--- src/rtl/core/utf8_to_ucs2_decoder_unit_assert.svh ---
// Assertion macros for the UTF-8 to UCS-2 decoder unit.
// Used by u2u_back, which checks its own state; compiled out under SYNTH.
`ifndef UTF8_TO_UCS2_DECODER_UNIT_ASSERT_SVH
`define UTF8_TO_UCS2_DECODER_UNIT_ASSERT_SVH

`ifndef SYNTH

// Check a property on every clock edge outside reset.
`define U2U_ASSERT(lbl, clk, rst_n, prop, msg) \
	lbl: assert property (@(posedge clk) disable iff (!rst_n) (prop)) else $error(msg);

// Check that a condition implies another in the next cycle.
`define U2U_ASSERT_NEXT(lbl, clk, rst_n, ante, cons, msg) \
	lbl: assert property (@(posedge clk) disable iff (!rst_n) (ante) |=> (cons)) else $error(msg);

`else

`define U2U_ASSERT(lbl, clk, rst_n, prop, msg)
`define U2U_ASSERT_NEXT(lbl, clk, rst_n, ante, cons, msg)

`endif

`endif

--- src/rtl/core/u2u_pkg.sv ---
// Shared types and constants of the UTF-8 to UCS-2 decoder unit.
// Used by the front classifier, the token queue, the back decoder and the top level.
package u2u_pkg;

	localparam int unsigned U2U_QUEUE_DEPTH = 2;
	localparam int unsigned BYTE_W          = 8;
	localparam int unsigned UNIT_W          = 16;
	localparam int unsigned STATUS_W        = 3;
	localparam int unsigned PARTIAL_W       = 10;
	localparam int unsigned PAYLOAD_W       = 7;
	localparam int unsigned CONT_W          = 6;

	// Byte classes as seen in isolation
	typedef enum logic [2:0] {
		TK_NUL,
		TK_ASCII,
		TK_LEAD2,
		TK_LEAD3,
		TK_LEAD4,
		TK_CONT,
		TK_BADLEAD
	} tok_kind_t;

	typedef enum logic [STATUS_W-1:0] {
		ST_UNIT      = 3'd0,
		ST_END_OK    = 3'd1,
		ST_EMPTY     = 3'd2,
		ST_BAD_CONT  = 3'd3,
		ST_BAD_LEAD  = 3'd4,
		ST_FOUR_BYTE = 3'd5
	} status_t;

	// Classified byte: kind plus the payload bits that kind carries
	typedef struct packed {
		tok_kind_t              kind;
		logic [PAYLOAD_W-1:0]   bits;
	} token_t;

	// Handshake between the front and the queue
	typedef struct packed {
		logic push;
		logic full;
	} qctl_t;

endpackage

--- src/rtl/core/utf8_to_ucs2_decoder_unit.sv ---
// Top level of the UTF-8 to UCS-2 decoder unit.
// Depends on u2u_pkg, u2u_front, u2u_queue and u2u_back.
//
// Usage:
//   Input stream  s_*: one UTF-8 byte per transaction in s_tdata[7:0]; a zero
//   byte ends the current string.
//   Output stream m_*: zero or one result per byte. m_tdata carries the UCS-2
//   code unit, m_tuser the status (unit, end ok, empty string, bad
//   continuation, invalid lead, four-byte lead). The code unit is zero for
//   every status but unit.
//   Throughput: one byte per cycle, sustained while m_tready stays high.
//   A taken byte is first stored in a queue entry; the back then pops it and
//   loads its result into the output register that drives m_*, once the
//   queue has passed on any older bytes.
//   The front classifies each byte on its own and pushes a token into a
//   queue of QUEUE_DEPTH entries; the back pops one token a cycle while the
//   output is free, updates the sequence state and loads the output register.
//   When the receiver stalls, the output register holds its result, the back
//   stops popping and the queue fills; s_tready drops once it is full.
//   After a fault the back drops bytes silently through the next zero byte.
//   Reset (arst_n low) empties the queue and output register and starts a
//   fresh string; no clearing pass is needed.
module utf8_to_ucs2_decoder_unit import u2u_pkg::*; #(
	parameter int unsigned QUEUE_DEPTH = U2U_QUEUE_DEPTH
) (
	input  logic                clk,
	input  logic                arst_n,
	input  logic                s_tvalid,
	output logic                s_tready,
	input  logic [BYTE_W-1:0]   s_tdata,   // [7:0] data_byte
	output logic                m_tvalid,
	input  logic                m_tready,
	output logic [UNIT_W-1:0]   m_tdata,   // [15:0] code_unit
	output logic [STATUS_W-1:0] m_tuser    // [2:0] status
);

	qctl_t  qctl;
	token_t wr_tok;
	token_t rd_tok;
	logic   q_full;
	logic   q_valid;
	logic   q_pop;

	// Accept and classify bytes
	u2u_front u_front (
		.s_tvalid (s_tvalid),
		.s_tready (s_tready),
		.s_tdata  (s_tdata),
		.q_full   (q_full),
		.qctl     (qctl),
		.tok      (wr_tok)
	);

	// Decouple the two sides so either can stall on its own
	u2u_queue #(
		.DEPTH (QUEUE_DEPTH)
	) u_queue (
		.clk      (clk),
		.arst_n   (arst_n),
		.qctl     (qctl),
		.wr_tok   (wr_tok),
		.full     (q_full),
		.rd_valid (q_valid),
		.pop      (q_pop),
		.rd_tok   (rd_tok)
	);

	// Advance the sequence state and register results
	u2u_back u_back (
		.clk      (clk),
		.arst_n   (arst_n),
		.rd_valid (q_valid),
		.rd_tok   (rd_tok),
		.pop      (q_pop),
		.m_tvalid (m_tvalid),
		.m_tready (m_tready),
		.m_tdata  (m_tdata),
		.m_tuser  (m_tuser)
	);

endmodule

--- src/rtl/core/u2u_front.sv ---
// Front stage of the UTF-8 to UCS-2 decoder: accepts bytes and classifies them.
// Depends on u2u_pkg; feeds u2u_queue.
module u2u_front import u2u_pkg::*; (
	input  logic              s_tvalid,
	output logic              s_tready,
	input  logic [BYTE_W-1:0] s_tdata,   // [7:0] data_byte
	input  logic              q_full,
	output qctl_t             qctl,
	output token_t            tok
);

	always_comb begin
		s_tready  = !q_full;
		qctl.full = q_full;
		qctl.push = s_tvalid && !q_full;
	end

	always_comb begin
		tok.kind = TK_BADLEAD;
		tok.bits = '0;
		priority if (s_tdata == '0) begin
			tok.kind = TK_NUL;
		end else if (!s_tdata[7]) begin
			tok.kind = TK_ASCII;
			tok.bits = s_tdata[6:0];
		end else if (s_tdata[7:6] == 2'b10) begin
			tok.kind = TK_CONT;
			tok.bits = {1'b0, s_tdata[5:0]};
		end else if (s_tdata[7:5] == 3'b110) begin
			tok.kind = TK_LEAD2;
			tok.bits = {2'b00, s_tdata[4:0]};
		end else if (s_tdata[7:4] == 4'b1110) begin
			tok.kind = TK_LEAD3;
			tok.bits = {3'b000, s_tdata[3:0]};
		end else if (s_tdata[7:3] == 5'b11110) begin
			tok.kind = TK_LEAD4;
		end else begin
			tok.kind = TK_BADLEAD;
		end
	end

endmodule

--- src/rtl/core/u2u_queue.sv ---
// Short token queue between the front classifier and the back decoder.
// Depends on u2u_pkg for the token type.
module u2u_queue import u2u_pkg::*; #(
	parameter int unsigned DEPTH = U2U_QUEUE_DEPTH
) (
	input  logic   clk,
	input  logic   arst_n,
	input  qctl_t  qctl,
	input  token_t wr_tok,
	output logic   full,
	output logic   rd_valid,
	input  logic   pop,
	output token_t rd_tok
);

	localparam int unsigned PTR_W = (DEPTH > 1) ? $clog2(DEPTH) : 1;
	localparam int unsigned CNT_W = $clog2(DEPTH + 1);
	localparam logic [PTR_W-1:0] LAST_PTR = PTR_W'(DEPTH - 1);
	localparam logic [CNT_W-1:0] FULL_CNT = CNT_W'(DEPTH);

	token_t             mem_q [DEPTH];
	logic [PTR_W-1:0]   wr_ptr_q;
	logic [PTR_W-1:0]   rd_ptr_q;
	logic [CNT_W-1:0]   count_q;
	logic               do_pop;

	assign full     = (count_q == FULL_CNT);
	assign rd_valid = (count_q != '0);
	assign rd_tok   = mem_q[rd_ptr_q];
	assign do_pop   = pop && rd_valid;

	always_ff @(posedge clk) begin
		if (qctl.push) begin
			mem_q[wr_ptr_q] <= wr_tok;
		end
	end

	always_ff @(posedge clk or negedge arst_n) begin
		if (!arst_n) begin
			wr_ptr_q <= '0;
			rd_ptr_q <= '0;
			count_q  <= '0;
		end else begin
			if (qctl.push) begin
				wr_ptr_q <= (wr_ptr_q == LAST_PTR) ? '0 : wr_ptr_q + 1'b1;
			end
			if (do_pop) begin
				rd_ptr_q <= (rd_ptr_q == LAST_PTR) ? '0 : rd_ptr_q + 1'b1;
			end
			unique case ({qctl.push, do_pop})
				2'b10:   count_q <= count_q + 1'b1;
				2'b01:   count_q <= count_q - 1'b1;
				default: count_q <= count_q;
			endcase
		end
	end

endmodule

--- src/rtl/core/u2u_back.sv ---
// Back stage of the UTF-8 to UCS-2 decoder: sequence state and result register.
// Depends on u2u_pkg and the assertion macros header.
`include "utf8_to_ucs2_decoder_unit_assert.svh"
module u2u_back import u2u_pkg::*; (
	input  logic                clk,
	input  logic                arst_n,
	input  logic                rd_valid,
	input  token_t              rd_tok,
	output logic                pop,
	output logic                m_tvalid,
	input  logic                m_tready,
	output logic [UNIT_W-1:0]   m_tdata,   // [15:0] code_unit
	output logic [STATUS_W-1:0] m_tuser    // [2:0] status
);

	logic [1:0]            pend_q;
	logic [PARTIAL_W-1:0]  partial_q;
	logic                  start_q;
	logic                  skip_q;
	logic                  out_valid_q;
	logic [UNIT_W-1:0]     unit_q;
	status_t               status_q;

	logic [1:0]            pend_d;
	logic [PARTIAL_W-1:0]  partial_d;
	logic                  start_d;
	logic                  skip_d;
	logic                  emit;
	logic [UNIT_W-1:0]     unit_d;
	status_t               status_d;
	logic [CONT_W-1:0]     cont;

	assign pop  = rd_valid && (!out_valid_q || m_tready);
	assign cont = rd_tok.bits[CONT_W-1:0];

	always_comb begin
		pend_d    = pend_q;
		partial_d = partial_q;
		start_d   = start_q;
		skip_d    = skip_q;
		emit      = 1'b0;
		unit_d    = '0;
		status_d  = ST_UNIT;
		priority if (skip_q) begin
			if (rd_tok.kind == TK_NUL) begin
				skip_d    = 1'b0;
				start_d   = 1'b1;
				pend_d    = '0;
				partial_d = '0;
			end
		end else if (pend_q != '0) begin
			priority if (rd_tok.kind == TK_NUL) begin
				emit = 1'b1; status_d = ST_BAD_CONT;
				pend_d = '0; partial_d = '0; start_d = 1'b1;
			end else if (rd_tok.kind != TK_CONT) begin
				emit = 1'b1; status_d = ST_BAD_CONT;
				pend_d = '0; partial_d = '0; start_d = 1'b1; skip_d = 1'b1;
			end else if (pend_q == 2'd1) begin
				emit      = 1'b1;
				unit_d    = {partial_q, cont};
				pend_d    = '0;
				partial_d = '0;
			end else begin
				partial_d = {partial_q[PARTIAL_W-CONT_W-1:0], cont};
				pend_d    = pend_q - 2'd1;
			end
		end else begin
			unique case (rd_tok.kind)
				TK_NUL: begin
					emit      = 1'b1;
					status_d  = start_q ? ST_EMPTY : ST_END_OK;
					start_d   = 1'b1;
					partial_d = '0;
				end
				TK_ASCII: begin
					emit    = 1'b1;
					unit_d  = {{(UNIT_W-PAYLOAD_W){1'b0}}, rd_tok.bits};
					start_d = 1'b0;
				end
				TK_LEAD2: begin
					start_d   = 1'b0;
					partial_d = {{(PARTIAL_W-5){1'b0}}, rd_tok.bits[4:0]};
					pend_d    = 2'd1;
				end
				TK_LEAD3: begin
					start_d   = 1'b0;
					partial_d = {{(PARTIAL_W-4){1'b0}}, rd_tok.bits[3:0]};
					pend_d    = 2'd2;
				end
				TK_LEAD4: begin
					emit = 1'b1; status_d = ST_FOUR_BYTE;
					pend_d = '0; partial_d = '0; start_d = 1'b1; skip_d = 1'b1;
				end
				default: begin
					emit = 1'b1; status_d = ST_BAD_LEAD;
					pend_d = '0; partial_d = '0; start_d = 1'b1; skip_d = 1'b1;
				end
			endcase
		end
	end

	always_ff @(posedge clk or negedge arst_n) begin
		if (!arst_n) begin
			pend_q      <= '0;
			partial_q   <= '0;
			start_q     <= 1'b1;
			skip_q      <= 1'b0;
			out_valid_q <= 1'b0;
		end else begin
			if (pop) begin
				pend_q      <= pend_d;
				partial_q   <= partial_d;
				start_q     <= start_d;
				skip_q      <= skip_d;
				out_valid_q <= emit;
			end else if (m_tready) begin
				out_valid_q <= 1'b0;
			end
		end
	end

	always_ff @(posedge clk) begin
		if (pop && emit) begin
			unit_q   <= unit_d;
			status_q <= status_d;
		end
	end

	assign m_tvalid = out_valid_q;
	assign m_tdata  = unit_q;
	assign m_tuser  = status_q;

	`U2U_ASSERT(a_no_pend_while_skip, clk, arst_n, !(skip_q && pend_q != '0), "pending bytes while discarding")
	`U2U_ASSERT(a_pend_range, clk, arst_n, pend_q != 2'd3, "pending count out of range")
	`U2U_ASSERT(a_pend_not_start, clk, arst_n, (pend_q == '0) || !start_q, "pending bytes at string start")
	`U2U_ASSERT(a_err_unit_zero, clk, arst_n, !(out_valid_q && status_q != ST_UNIT) || (unit_q == '0), "nonzero code unit on status")
	`U2U_ASSERT_NEXT(a_skip_silent, clk, arst_n, pop && skip_q, !out_valid_q, "result while discarding")

endmodule
--- config.mk ---
export PLATFORM = sky130hd
export DESIGN_NAME = utf8_to_ucs2_decoder_unit
export DESIGN_NICKNAME = d
export VERILOG_FILES = /design/src/rtl/core/u2u_pkg.sv /design/src/rtl/core/utf8_to_ucs2_decoder_unit.sv /design/src/rtl/core/u2u_front.sv /design/src/rtl/core/u2u_queue.sv /design/src/rtl/core/u2u_back.sv
export VERILOG_INCLUDE_DIRS = /design/src /design/src/rtl/core
export SDC_FILE = /design/constraint.sdc
export NUM_CORES = 1
export LEC_CHECK = 0
export ABC_AREA = 1
export ABC_CLOCK_PERIOD_IN_PS = 2320
export BUFFER_PORTS_ARGS = -buffer_cell sky130_fd_sc_hd__buf_2
export CAP_MARGIN = 0
export CORE_ASPECT_RATIO = 1.2
export CORE_MARGIN = 5
export CORE_UTILIZATION = 52
export CTS_BUF_LIST = sky130_fd_sc_hd__clkbuf_16
export DETAILED_ROUTE_END_ITERATION = 12
export MAX_ROUTING_LAYER = met4
export PLACE_DENSITY = 0.75
export SYNTH_ARGS = -nofsm -noshare
export SYNTH_HDL_FRONTEND = slang
export SYNTH_SLANG_ARGS = --single-unit
export TNS_END_PERCENT = 30
--- constraint.sdc ---
create_clock -name clk -period 2.32 [get_ports clk]
set_input_delay 0.348 -clock clk [delete_from_list [all_inputs] [get_ports clk]]
set_output_delay 0.348 -clock clk [all_outputs]
set_load 0.01 [all_outputs]
==> summary by stage, run 1 <==
Status
The flow ran to the end, and the final reports show no timing, DRC or antenna violations.

Yosys
For this run, the number of Yosys warnings is 0. The share of the yosys chip area belonging to registers is 58.0%. The synthesized design spends more area on one cell type than any other, namely sky130_fd_sc_hd__edfxtp_1. Yosys attributes the largest share of cell area to sky130_fd_sc_hd__edfxtp_1 (41%), sky130_fd_sc_hd__dfrtp_1 (16%), sky130_fd_sc_hd__nand2_1 (8.1%), sky130_fd_sc_hd__inv_1 (5.3%), sky130_fd_sc_hd__nor2_1 (4.9%). Counting flops and latches in the post-synthesis netlist gives 58.

The net count of the mapped netlist is 305. A synthesized cell averages 9.83 um^2. The instance count of the mapped netlist is 289. The fraction of post-synthesis cell area in the top cell type by area is 41.2%. In this run the cell area of the synthesized design comes to 2840 um^2. The count of distinct cell types in the synthesized netlist is 36.

Finish
The ratio of cells with drive above 1 in the final layout is 25.4%. The net count of the finished layout is 350. The area overhead of the layout relative to synthesis is 21.2%. The number of antenna diodes in the final layout is 0.

Clock network
CTS saw 58 sinks. Once the clock tree was built, the setup fixing pass inserted 0 buffers. The total of cells resized after clock tree synthesis is 0.

Clock tree synthesis inserted a total of 9 buffers. The root buffer cell is sky130_fd_sc_hd__clkbuf_16. The CTS tree is yes. No sink is reached through more buffers than the 2 on the longest clock path. After clock tree synthesis, the flow added hold-fix buffers numbering 1. The maximum level of the CTS H-tree is 3.

At the later pin of the worst-skew pair, clock insertion delay measures 0.33 ns. The post-CTS clock slew at the launch and capture registers of the worst setup and hold paths is 0.06 ns.

Power and ir drop
For this design the ratio of total power to cell area is 1330 nW/um^2. For this design the static power due to leakage is 0.00155 uW. The power dissipated by switching net loads is 1640 uW. The final total power is 4590 uW.

VDD sags by at most 0.763 mV. The sequential fraction of design power is 34.0%. The internal power component is 2950 uW. The fraction of power consumed by combinational cells is 32.6%. In this run switching power makes up 35.7% of total power. The clock group share of total power is 33.4%.

STA
Measured against its own limit, the worst slew margin works out to 66.0%. The count of final hold-check violations is 0. Across the routed clock network, the largest skew measured is 0.00836 ns. Setup repair after global routing left no endpoint under its margin. Setup violations remaining at the end of the flow were counted as 0. The highest clock rate is 498 MHz.

The clock period minus final worst setup slack is 2.01 ns. The final-layout setup total negative slack is 0 ns. The count of final max-slew check failures is 0. The transition at the pin with the smallest max-transition slack is 0.510 ns. The post-route fraction of the period consumed by the critical path is 86.5%.

Setup path
The stage delay of the slowest cell on the critical path is 0.48 ns. Measured in cells, the most critical reg-to-reg path has a length of 8. For the worst setup path, the data arrival time is 2.03 ns. STA classifies the critical path startpoint as a register. The worst endpoint required time is 2.34 ns. The maximum fanout count along the critical path is 14. The critical path is of the register to register type. The endpoint kind of the worst setup timing path is a register.

The worst path buffer plus inverter count is 2. The depth of the critical timing path with buffers and inverters included is 8. Traced cell by cell, the critical path runs through inv_2 -> nand2_1 -> nand2_4 -> nor2_8 -> nand3_1 -> nand2_2 -> nor2_1 -> buf_4. The highest-delay cell along the critical path is sky130_fd_sc_hd__dfrtp_1. Grouping stages by cell kind, the critical path spends the most delay in simple AND/OR/NAND/NOR gates.

Place
The HPWL after detailed placement is 3.99 mm. At the end of routability-driven placement, the weighted congestion stood at 0.960. The number of buffers added on ports is 32.

Drt
The via density per instance is 5.09. The count of nets left with antenna violations after detail routing is 0. Across all layers, the routed design uses 2040 vias. The final wirelength is 5.40 mm. After detailed routing, the average wire length per cell comes to 13.5 um. For this block, the initial DRC count from the detailed router was 143.

Before antenna repair, the detailed router went through 4 iterations. For this run, design rule violations remaining after detail routing come to 0.

Global routing
The initial antenna violation count was 0. The first global-routing pass estimated 9.20 mm of wire. The number of global-route vias before repair came to 1992. The overall routing resource usage is 17.1%. Entering global routing, the biggest net connects 20 pins. Summed over all layers, the global routing overflow is 0.

Floorplanning
The floorplan die height is 91.0 um. The die area is 7050 um^2. The number of rows created at floorplan is 29. The total area inside the core boundary comes to 5300 um^2. 33 I/O pins were placed. The die outline width is 77.5 um. The initial utilization of the core area, before any placement, comes to 53.6%.

Min path
The worst hold path passes through 2 cells. The path class of the lowest-slack min-delay path is input pin to register.

Run
The tool flagged a number of max-cap violations equal to 0.
==> state kept, by name, indices dropped and copies added, names as in the netlist <==
signal            cells
u_back.m_tdata       16
u_back.m_tuser        3
u_back.m_tvalid       1
u_back.partial_q     10
u_back.pend_q         2
u_back.skip_q         1
u_back.start_q        1
u_queue.count_q       2
u_queue.mem_q        20
u_queue.rd_ptr_q      1
u_queue.wr_ptr_q      1
==> cell families (layout without fill, tap and decap cells) <==
group	count (synthesis)	count (layout)	synth area share, %
AO/OA/AOI/OAI	20	20	4.10
XOR/XNOR	3	3	0.925
adder cells (fa/ha/maj)	4	4	1.76
buffers and inverters	48	98	7.00
flip-flops	58	58	58.0
AND/OR/NAND/NOR	156	156	28.2
==> layout by cell type (no fill, tap or decap), types with 5 or more instances in the layout <==
master / count
sky130_fd_sc_hd__nand2_1: 61
sky130_fd_sc_hd__inv_1: 40
sky130_fd_sc_hd__edfxtp_1: 39
sky130_fd_sc_hd__nor2_1: 37
sky130_fd_sc_hd__buf_2: 32
sky130_fd_sc_hd__nand3_1: 19
sky130_fd_sc_hd__dfrtp_1: 18
sky130_fd_sc_hd__clkbuf_16: 9
sky130_fd_sc_hd__a21oi_1: 8
sky130_fd_sc_hd__nand2_2: 8
sky130_fd_sc_hd__nand2_4: 7
sky130_fd_sc_hd__nor2_2: 5
sky130_fd_sc_hd__buf_4: 5
==> routing by layer <==
| metal | GRT usage (%) | routed length (um) |
|---|---|---|
| met5 | - | 0 |
| met4 | 9.89 | 153 |
| met3 | 4.36 | 309 |
| met2 | 27.2 | 2680 |
| met1 | 19.6 | 2260 |
==> Yosys cell counts, drive strengths merged <==
| library cell | count |
|---|---|
| a21boi | 1 |
| a21oi | 8 |
| a2bb2oi | 1 |
| a31oi | 1 |
| buf | 3 |
| clkbuf | 1 |
| clkinv | 1 |
| dfrtp | 18 |
| dfstp | 1 |
| edfxtp | 39 |
| ha | 4 |
| inv | 43 |
| nand2 | 76 |
| nand3 | 23 |
| nand3b | 1 |
| nand4 | 4 |
| nor2 | 46 |
| nor3 | 2 |
| nor4 | 2 |
| o211ai | 1 |
| o21ai | 6 |
| o22ai | 2 |
| or3 | 2 |
| xnor2 | 2 |
| xor2 | 1 |
==> power groups by stage <==
stage / logic [uW] / clock network [uW] / registers (uW)
after floorplan: 1120 / 0 / 1580
after global placement: 1480 / 0 / 1570
after detailed placement: 1500 / 0 / 1580
after CTS: 1510 / 1550 / 1560
after global routing: 1670 / 1590 / 1590
final: 1490 / 1530 / 1560
==> final cells by class <==
type | count | area [um^2]
clock buffers | 9 | 225
clock inverters | 7 | 125
fillers | 426 | 1860
inverters | 44 | 165
multi-input cells | 183 | 993
flip-flops and latches | 58 | 1650
well taps | 62 | 77.6
repair buffers | 38 | 208
==> stage by stage <==
step | utilization, % | area, um^2 | setup slack [ns] | hold slack [ns] | instances
final | 65.0 | 3440 | 0.313 | 0.225 | 401
after global routing | 65.0 | 3440 | 0.132 | 0.222 | 401
after CTS | 65.0 | 3440 | 0.288 | 0.218 | 401
after detailed placement | 58.2 | 3080 | 0.308 | 0.328 | 384
after global placement | 58.2 | 3080 | 0.330 | 0.323 | 384
after floorplan | - | 2840 | 0.0900 | 0.0524 | 289
==> worst paths after layout <==
path | from | to | slack (ns)
worst max-delay path | u_queue.rd_ptr_q | u_back.m_tdata[6] | 0.31
worst min-delay path | m_tready | u_back.m_tvalid | 0.22
worst max register to register | u_queue.rd_ptr_q | u_back.m_tdata[6] | 0.31
worst min register to register | u_back.partial_q[5] | u_back.partial_q[5] | 0.49
max in group asynchronous | arst_n | u_back.start_q | 1.47
min in group asynchronous | arst_n | u_back.m_tvalid | 0.51
Power figures use the tool's default switching activity.
==> inputs of run 2 (changes only) <==
ABC_AREA = default   (was 1)
==> run 2 against run 1 <==
Compared with the run above:
- sequential power barely moved
- critical path type unchanged
- highest routed layer unchanged
- die area is 3.2% lower
- critical endpoint is now u_back.m_tdata[0]
- sequential share of layout area up 2.3 points
- combinational power shrank 11%
- critical path depth is 4 lower
- setup slack worse by 0.16 ns
- first-iteration DRC count is 17% lower
- power down 12%
- register-to-register slack got worse by 0.16 ns
- design area fell by 4.5%
- non-clock buffer count up 7
==> summary by stage, run 2 <==
Status
The flow ran to the end, and the final reports show no timing, DRC or antenna violations.

STA
The worst max-slew margin expressed relative to the limit was 41.8% (-24 points). The minimum setup slack in the final design is 0.152 ns (-0.161 ns). The highest clock rate was 461 MHz (-7.4%).

The clock period minus final worst setup slack is 2.17 ns (+0.161 ns). The final-layout setup total negative slack is 0 ns (unchanged). The count of final max-slew check failures is 0 (unchanged). Setup repair after global routing left no endpoint under its margin. The count of final hold-check violations is 0 (unchanged). The transition at the pin with the smallest max-transition slack came to 0.871 ns (+0.361 ns). The count of final setup violators is 0 (unchanged).

The worst clock skew is 0.0109 ns (+0.00258 ns). The post-route fraction of the period consumed by the critical path is 93.4% (+6.9 points).

Setup path
The arrival time of the worst setup path is 2.11 ns (+0.08 ns). By startpoint and endpoint, the worst setup path is classified as register to register. The path depth of the worst reg2reg path was 4 (-4).

The maximum fanout count along the critical path was 19 (+5). The worst endpoint required time is 2.26 ns (-0.08 ns). The startpoint identified for the worst register-to-register timing path is u_queue.rd_ptr_q. The type of origin of the critical path is a register. The register-to-register setup slack was 0.15 ns (-0.16 ns). The worst flop-to-flop path endpoint is u_back.m_tdata[0].

The worst setup path is captured at a register.

Yosys
The instance count of the mapped netlist is 213 (-26%). By area the synthesized netlist is led by sky130_fd_sc_hd__edfxtp_1 (43%), sky130_fd_sc_hd__dfrtp_1 (16%), sky130_fd_sc_hd__mux2i_1 (4.8%), sky130_fd_sc_hd__mux2_1 (2.5%), sky130_fd_sc_hd__and2_1 (2.1%). Of all cell types, the one taking the most synthesized area is sky130_fd_sc_hd__edfxtp_1. The async set or reset register ratio after synthesis is 32.8% (unchanged).

By instance count, the leading cell after synthesis is sky130_fd_sc_hd__edfxtp_1. The register bit total from synthesis is 58 (unchanged). The count of distinct cell types in the synthesized netlist is 56 (+56%). The share of the yosys chip area belonging to registers was 60.2% (+2.2 points).

The average cell area after synthesis is 12.9 um^2 (+31%). The fraction of post-synthesis cell area in the top cell type by area is 42.8% (+1.5 points). The area of the mapped netlist is 2740 um^2 (-3.6%). The number of enable-type register cells in the synthesized netlist is 39 (unchanged). By count the netlist is led by sky130_fd_sc_hd__edfxtp_1 (39), sky130_fd_sc_hd__dfrtp_1 (18), sky130_fd_sc_hd__nand2_1 (15). The net count of the mapped netlist was 229 (-25%).

The top flip-flop cell by instance count after synthesis is sky130_fd_sc_hd__edfxtp_1. The number of synthesis warnings is 0 (unchanged).

Floorplanning
The die area is 6820 um^2 (-3.2%). The number of rows created at floorplan is 29 (unchanged). The floorplan die height is 89.5 um (-1.6%). The effective utilization at floorplan was 52.8% (-0.85 points). The standard cell core area was 5190 um^2 (-2.1%). The die outline width is 76.2 um (-1.6%). The top-level port count is 33 (unchanged).

Min path
The start point of the worst min-delay path is s_tdata[2]. The number of instances on the worst hold path is 2 (unchanged). The hold-critical path endpoint is u_queue.mem_q[0][2].

In this run the worst hold path is classified as input pin to register.

Global routing
The initial antenna violation count is 0 (unchanged). The global route total overflow is 0 (unchanged). The maximum number of pins on one net before global-route repair was 20 (unchanged). The first-pass GRT wire length is 8.51 mm (-7.4%). The number of global-route vias before repair is 1877 (-5.8%). The overall routing resource usage came to 16.9% (-0.28 points).

Drt
The first-pass iteration count of the detailed router is 4 (unchanged). The DRC violation total after the first TritonRoute iteration is 118 (-17%). The final wirelength is 5.07 mm (-6.2%).

The post-detailed-route DRC marker count is 0 (unchanged). The average detailed-routed wire length per instance was 15.4 um (+14%). The via density per instance came to 5.57 (+9.6%). The count of nets left with antenna violations after detail routing is 0 (unchanged). The total number of vias is 1834 (-10%).

Power and ir drop
The worst IR drop on VDD came to 0.684 mV (-10%). The cell leakage power is 0.00134 uW (-13%). The final total power is 4040 uW (-12%). The power per standard cell area is 1230 nW/um^2 (-7.8%).

Clock network
The number of clock sinks seen by CTS was 58 (unchanged). The total of cells resized after clock tree synthesis is 0 (unchanged). The maximum level of the CTS H-tree came to 3 (unchanged). The post-CTS clock slew at the launch and capture registers of the worst setup and hold paths came to 0.05 ns (about the same). The number of buffers inserted by hold repair at cts is 1 (unchanged). The root buffer cell is sky130_fd_sc_hd__clkbuf_16. The number of post-CTS setup repair buffers is 0 (unchanged). The CTS buffer count came to 9 (unchanged). The clock latency on the worst-skew pair is 0.32 ns (about the same).

TritonCTS built the clock tree. The maximum buffer depth of the clock tree is 2 (unchanged).

Place
The weighted congestion reported at the end of routability-driven placement is 0.844 (-12%). The placement-stage worst setup slack is 0.121 ns (-0.187 ns). The number of buffers added on ports is 32 (unchanged).

The total cell area at the placement stage is 3010 um^2 (-2.2%). The detailed placer's ending HPWL came to 3.75 mm (-5.9%).

Finish
The antenna diode count came to 0 (unchanged). The ratio of cells with drive above 1 in the final layout is 25.5% (+0.099 points). The library cell used most frequently in the layout, excluding fill and tap cells, is sky130_fd_sc_hd__edfxtp_1. The summed area of non-filler cells in the final layout came to 3290 um^2 (-4.5%).

The net count reported at finish is 278 (-21%). In the layout the commonest cells are sky130_fd_sc_hd__edfxtp_1 (39), sky130_fd_sc_hd__buf_2 (32), sky130_fd_sc_hd__dfrtp_1 (18). The number of flip-flops under the largest register name was 20 (unchanged). Compared with the post-synthesis result, the final layout area differs by 20.1%.

More flip-flops sit in one register than any other, and that register is u_queue.mem_q. The count of filler cells inserted in the layout is 427 (+0.23%).

Run
The max-capacitance violation count is 0 (unchanged).
run 2: cell types whose count changed after synthesis, moves of 8 or more:
cell,delta
sky130_fd_sc_hd__mux2i_1,+13
sky130_fd_sc_hd__nand3_1,-17
sky130_fd_sc_hd__nor2_1,-26
sky130_fd_sc_hd__nand2_2,-8
sky130_fd_sc_hd__inv_1,-28
sky130_fd_sc_hd__and2_1,+9
sky130_fd_sc_hd__nand2_1,-46
run 2: worst max-delay path by stage:
stage | from | to | slack [ns] | depth (start not counted)
after floorplan | u_back.pend_q[0] | u_back.m_tdata[0] | 0.17 | 6
after global placement | u_queue.rd_ptr_q | u_back.m_tdata[2] | 0.23 | 4
after detailed placement | u_queue.rd_ptr_q | u_back.m_tdata[10] | 0.12 | 4
after CTS | u_queue.rd_ptr_q | u_back.m_tdata[5] | 0.11 | 4
after global routing | u_queue.rd_ptr_q | u_back.m_tdata[5] | 0.06 | 4
final | u_queue.rd_ptr_q | u_back.m_tdata[0] | 0.15 | 4
run 2: critical path: stages, from the launching register on:
cell                      delay, ns
sky130_fd_sc_hd__dfrtp_1       0.52
sky130_fd_sc_hd__mux2_2        0.40
sky130_fd_sc_hd__nand3_2       0.09
sky130_fd_sc_hd__nand2_1       0.10
sky130_fd_sc_hd__nor3_4        0.68
run 2: kinds of logic after synthesis:
logic type	count (synthesis)	synth area share (%)
adder cells (fa/ha/maj)	4	1.83
flip-flops	58	60.2
XOR/XNOR	5	1.60
multiplexers	22	8.45
buffers and inverters	19	3.93
AND/OR/NAND/NOR	73	15.4
AO/OA/AOI/OAI	32	8.64
run 2: area by class of cell:
class	instances	area, um^2	share of cell area, %
clock buffer	9	225	6.85
clock inverter	7	37.5	1.14
inverter	12	45.0	1.37
multi-input combinational	136	993	30.2
sequential	58	1650	50.1
tap	62	77.6	2.36
timing repair buffer	45	260	7.92
run 2: power by group:
part	internal [uW]	switching, uW	total, uW
combinational	563	764	1330
clock	705	426	1130
sequential	1420	161	1580
total	2690	1350	4040
run 2: routing by layer:
metal,track usage [%],part of all wire [%]
met5,-,0
met4,9.54,2.5
met3,4.23,4.8
met2,30.4,52
met1,16.7,40
run 2: metrics by stage:
step	util [%]	cells	hold slack, ns
3_5_place_dp	58.1	312	0.313
4_1_cts	63.3	329	0.342
5_1_grt	63.3	329	0.360
2_1_floorplan	-	213	0.0524
6_report	63.3	329	0.347
3_3_place_gp	58.1	312	0.305
